$ cat src/sv/lme_pkg.sv
// ----------------------------------------------------------------------------
// lme_pkg
// Types and constants of the multi-mode line encoder.
// ----------------------------------------------------------------------------
package lme_pkg;

  // Selectable line codes.
  typedef enum logic [1:0] {
    CODE_NRZI       = 2'd0,
    CODE_NRZ        = 2'd1,
    CODE_MANCHESTER = 2'd2,
    CODE_DIFF_MANCH = 2'd3
  } line_code_t;

  localparam line_code_t LINE_CODE_RESET = CODE_MANCHESTER;

  // Frame preamble pair, also the previous pair after reset.
  localparam logic PREAMBLE_FIRST  = 1'b0;
  localparam logic PREAMBLE_SECOND = 1'b1;

  // Work handed from the input stage to the coder.
  typedef struct packed {
    logic valid;
    logic send_preamble;
    logic data_bit;
  } issue_t;

  // One result pair with its flags.
  typedef struct packed {
    logic first_half;
    logic second_half;
    logic is_preamble;
    logic last;
  } result_t;

endpackage

$ cat src/sv/lme_if.sv
// ----------------------------------------------------------------------------
// lme_if
// Valid/ready channels of the line encoder: source bits, line levels and
// the line code register write.
// ----------------------------------------------------------------------------
interface lme_bit_if;
  logic valid;
  logic ready;
  logic data_bit;
  logic frame_start;

  modport source (output valid, output data_bit, output frame_start, input ready);
  modport sink   (input valid, input data_bit, input frame_start, output ready);
endinterface


$ cat src/sv/lme_in_stage.sv
// ----------------------------------------------------------------------------
// lme_in_stage
// Input register. Holds one accepted bit and issues its preamble first when
// the bit starts a frame.
// ----------------------------------------------------------------------------
module lme_in_stage import lme_pkg::*; (
  input  logic        clk,
  input  logic        rst,
  lme_bit_if.sink     bits,
  input  logic        load,
  output issue_t      issue
);

  logic hold_valid;
  logic hold_bit;
  logic hold_start;
  logic pre_sent;
  logic pending;

  // The preamble is still owed for a held frame-start bit.
  assign pending = hold_start && !pre_sent;

  assign issue.valid         = hold_valid;
  assign issue.send_preamble = pending;
  assign issue.data_bit      = hold_bit;

  // Free when empty, or when the held bit issues its final result now.
  assign bits.ready = !hold_valid || (load && !pending);

  // Control state.
  always_ff @(posedge clk) begin
    if (rst) begin
      hold_valid <= 1'b0;
      pre_sent   <= 1'b0;
    end else if (bits.valid && bits.ready) begin
      hold_valid <= 1'b1;
      pre_sent   <= 1'b0;
    end else if (hold_valid && load) begin
      if (pending) begin
        pre_sent <= 1'b1;
      end else begin
        hold_valid <= 1'b0;
      end
    end
  end

  // Payload capture.
  always_ff @(posedge clk) begin
    if (bits.valid && bits.ready) begin
      hold_bit   <= bits.data_bit;
      hold_start <= bits.frame_start;
    end
  end

endmodule

$ cat src/flat_wrapper.sv
// flat-port wrapper written by rule: the top's interface ports become plain ports
module lme_in_stage_flat import lme_pkg::*;
  (clk, rst, load, issue, bits_valid, bits_data_bit, bits_frame_start, bits_ready);
  lme_bit_if bits_i ();
  input  logic clk;
  input  logic rst;
  input  logic load;
  output issue_t issue;
  input wire logic [$bits(bits_i.valid)-1:0] bits_valid;
  input wire logic [$bits(bits_i.data_bit)-1:0] bits_data_bit;
  input wire logic [$bits(bits_i.frame_start)-1:0] bits_frame_start;
  output wire logic [$bits(bits_i.ready)-1:0] bits_ready;
  assign bits_i.valid = bits_valid;
  assign bits_i.data_bit = bits_data_bit;
  assign bits_i.frame_start = bits_frame_start;
  assign bits_ready = bits_i.ready;
  lme_in_stage u_core (.clk(clk), .rst(rst), .bits(bits_i), .load(load), .issue(issue));
endmodule
$ cat config.mk
export PLATFORM = sky130hd
export DESIGN_NAME = lme_in_stage_flat
export DESIGN_NICKNAME = d
export VERILOG_FILES = /design/src/sv/lme_pkg.sv /design/src/sv/lme_if.sv /design/src/sv/lme_in_stage.sv /design/src/flat_wrapper.sv
export SDC_FILE = /design/constraint.sdc
export NUM_CORES = 1
export LEC_CHECK = 0
export BUFFER_PORTS_ARGS = -buffer_cell sky130_fd_sc_hd__buf_2
export CAP_MARGIN = 20
export CELL_PAD_IN_SITES_DETAIL_PLACEMENT = 0
export CELL_PAD_IN_SITES_GLOBAL_PLACEMENT = 1
export CORE_AREA = 2 2 39 41
export DETAILED_ROUTE_END_ITERATION = 10
export DIE_AREA = 0 0 41 43
export GPL_ROUTABILITY_DRIVEN = 0
export PLACE_DENSITY = 0.49
export SYNTH_ARGS = -nofsm -noshare
export SYNTH_HDL_FRONTEND = slang
export SYNTH_SLANG_ARGS = --single-unit
export TNS_END_PERCENT = 100
$ cat constraint.sdc
create_clock -name clk -period 1.2 [get_ports clk]
set_clock_uncertainty 0.1 [all_clocks]
set_input_delay 0.12 -clock clk [delete_from_list [all_inputs] [get_ports clk]]
set_output_delay 0.12 -clock clk [all_outputs]
set_load 0.005 [all_outputs]
==> results_dict.tcl <==
set metrics [dict create \
    nNetsFinal 38 \
    drt_pre_antenna_iters 2 \
    pwr_density_cell_nw_per_um2 1280 \
    status "finished with violations" \
    muxShareOfSynthArea_pct 0 \
    grtUsageTotal_pct 6.35 \
    finalCriticalPeriod_ps 1290 \
    yosys.cell_types.count 11 \
    yosys.area_share.simple_pct 16.9 \
    final_cell_count_no_fill 46 \
    drive_above_1_share_pct 50.0 \
    grt_pass1_wl_um 593 \
    critical_path_class "reg -> out" \
    clock_path_buffers 2 \
    final_common_cell "buf_2" \
    avgViaCountPerCell 3.33 \
    synth_compound_area_share_pct 12.8 \
    required_ps 980 \
    fin_setup_tns_ps -86.0 \
    die_w_um 41 \
    synth_area_leader_cell "edfxtp_1" \
    clock_latency_ps 240 \
    start_kind "register" \
    placementRows 14 \
    clk_pin_slew_ps 40 \
    arrival_ps 1070 \
    max_freq_mhz 778 \
    synth_top_family_by_area "simple AND/OR/NAND/NOR gates" \
    place_hpwl_um 293 \
    dr_wl_met2_um 136 \
    n_antenna_cell 0 \
    drc 0 \
    synthTopCellsByArea "edfxtp_1 32%, dfxtp_1 22%, buf_4 12%" \
    postCtsSetupBuffers 0 \
    tightest_slew_ps 145 \
    violations "setup timing" \
    wl_per_cell_um 8.02 \
    antenna_left 0 \
    drt-initial-drc-count 1 \
    routed.top_layer "met4" \
    cts_buffers 3 \
    met1_length_um 156 \
    syn_area_per_cell_um2 10.9 \
    chipHeight_um 43 \
    syn_nets 23 \
    synth-xor-area-share_pct 0 \
    cp-end-kind "primary output" \
    synth-seq-area-share_pct 54.1 \
    relSlewSlack_pct 90.3 \
    start_util_pct 13.4 \
    layout_setup_ws_ps -86.0 \
    syn-instance-count 17 \
    timing.critical_path.fanout_max 3 \
    core_area_um2 1380 \
    routed_wl_um 369 \
    htreeDepth 1 \
    yosysWarnings 0 \
    setup_viol 1 \
    hold_violations 0 \
    ir_drop_uv 613 \
    netlist.area_leader.share_pct 32.4 \
    final_cell_mix "8 x buf_2, 3 x clkbuf_4, 3 x dlygate4sd3_1" \
    final.period_utilization_pct 107 \
    dp_cells 40 \
    hold_path.class "in -> reg" \
    synth_adder_area_share_pct 0 \
    ios 10 \
    first_global_vias 155 \
    syn_area_um2 185 \
    drv_cap 0 \
    port_buffers 9 \
    cts_sinks 4 \
    area_growth_pct 58.8 \
    rsz0062_at_grt "yes" \
    grt_start_max_net_pins 5 \
    fin_util_pct 21.2 \
    cts_tree "done" \
    ys_ff_latch 4 \
    final_max_slew_viol_count 0 \
    gr-total-overflow 0 \
    num_vias 153 \
    clock-root-buffer "clkbuf_4" \
    met3_length_um 68 \
    leakagePower_nw 0.134 \
    die_area_um2 1760 \
    antenna_found_initial 0 \
]
where the power goes:
group | internal (mW) | total (mW) | switching, mW | leakage [nW]
logic | 0.0316 | 0.0503 | 0.0187 | 0.0845
registers | 0.153 | 0.158 | 0.00460 | 0.0357
clock network | 0.112 | 0.168 | 0.0557 | 0.0138
total | 0.296 | 0.376 | 0.0791 | 0.134
path summary, 6_finish.rpt:
check	start	end	slack, ps	depth (start not counted)
max reg2reg	u_core.hold_start$_DFFE_PP_	u_core.hold_start$_DFFE_PP_	10	3
min reg2reg	u_core.hold_valid$_SDFFE_PP0P_	u_core.pre_sent$_SDFFE_PP0P_	410	2
max	u_core.hold_start$_DFFE_PP_	bits_ready	-90	4
min	bits_valid	u_core.hold_valid$_SDFFE_PP0P_	50	3
stage by stage:
step           area [µm²]  worst slack, ps  hold WS, ps  power [mW]
2_1_floorplan         185             22.7         89.1       0.185
3_3_place_gp          235             30.5          192       0.199
3_5_place_dp          235             11.8          199       0.200
4_1_cts               294             -104         49.3       0.386
5_1_grt               294             -169         43.2       0.417
6_report              294            -86.0         50.5       0.376
cells by family (layout without fill, tap and decap cells):
group                  count (synthesis)  count (layout)
buffers and inverters                  5              18
AOI/OAI and AO/OA                      4               4
and+or+nand+nor                        4               4
DFF                                    4               4
timing repair:
| action | in CTS | in global routing |
|---|---|---|
| hold buffers | 3 | 0 |
| resized for setup | 1 | 0 |
| endpoints found under the hold margin | 4 | 0 |
| endpoints found under the setup margin | 1 | 3 |
layer usage:
layer / track usage [%] / vias up
met4: 6.00 / 0
met1: 5.54 / 62
met2: 5.63 / 10
met5: 0 / -
li1: - / 79
met3: 9.95 / 2
cells in the mapped netlist (all sizes together):
master	instances
and2	1
nand3	1
a21oi	2
buf	3
dfxtp	2
nor2b	2
edfxtp	2
inv	2
o21ai	2
worst max-delay path, stage by stage (launching register included):
cell and delay, ps:
edfxtp_1 350, nor2b_4 140, o21ai_2 120, buf_4 130, buf_6 80
area by class of cell:
class / instances / area (µm²)
multi-input combinational: 8 / 55.1
fill: 161 / 1090
timing repair buffer: 13 / 88.8
sequential: 4 / 100
inverter: 2 / 7.51
tap: 16 / 20.0
clock buffer: 3 / 22.5
registers in the layout (all words and copies together) (netlist names):
signal and cells:
u_core.pre_sent 1, u_core.hold_valid 1, u_core.hold_bit 1, u_core.hold_start 1
(Power assumes the default switching activity.)
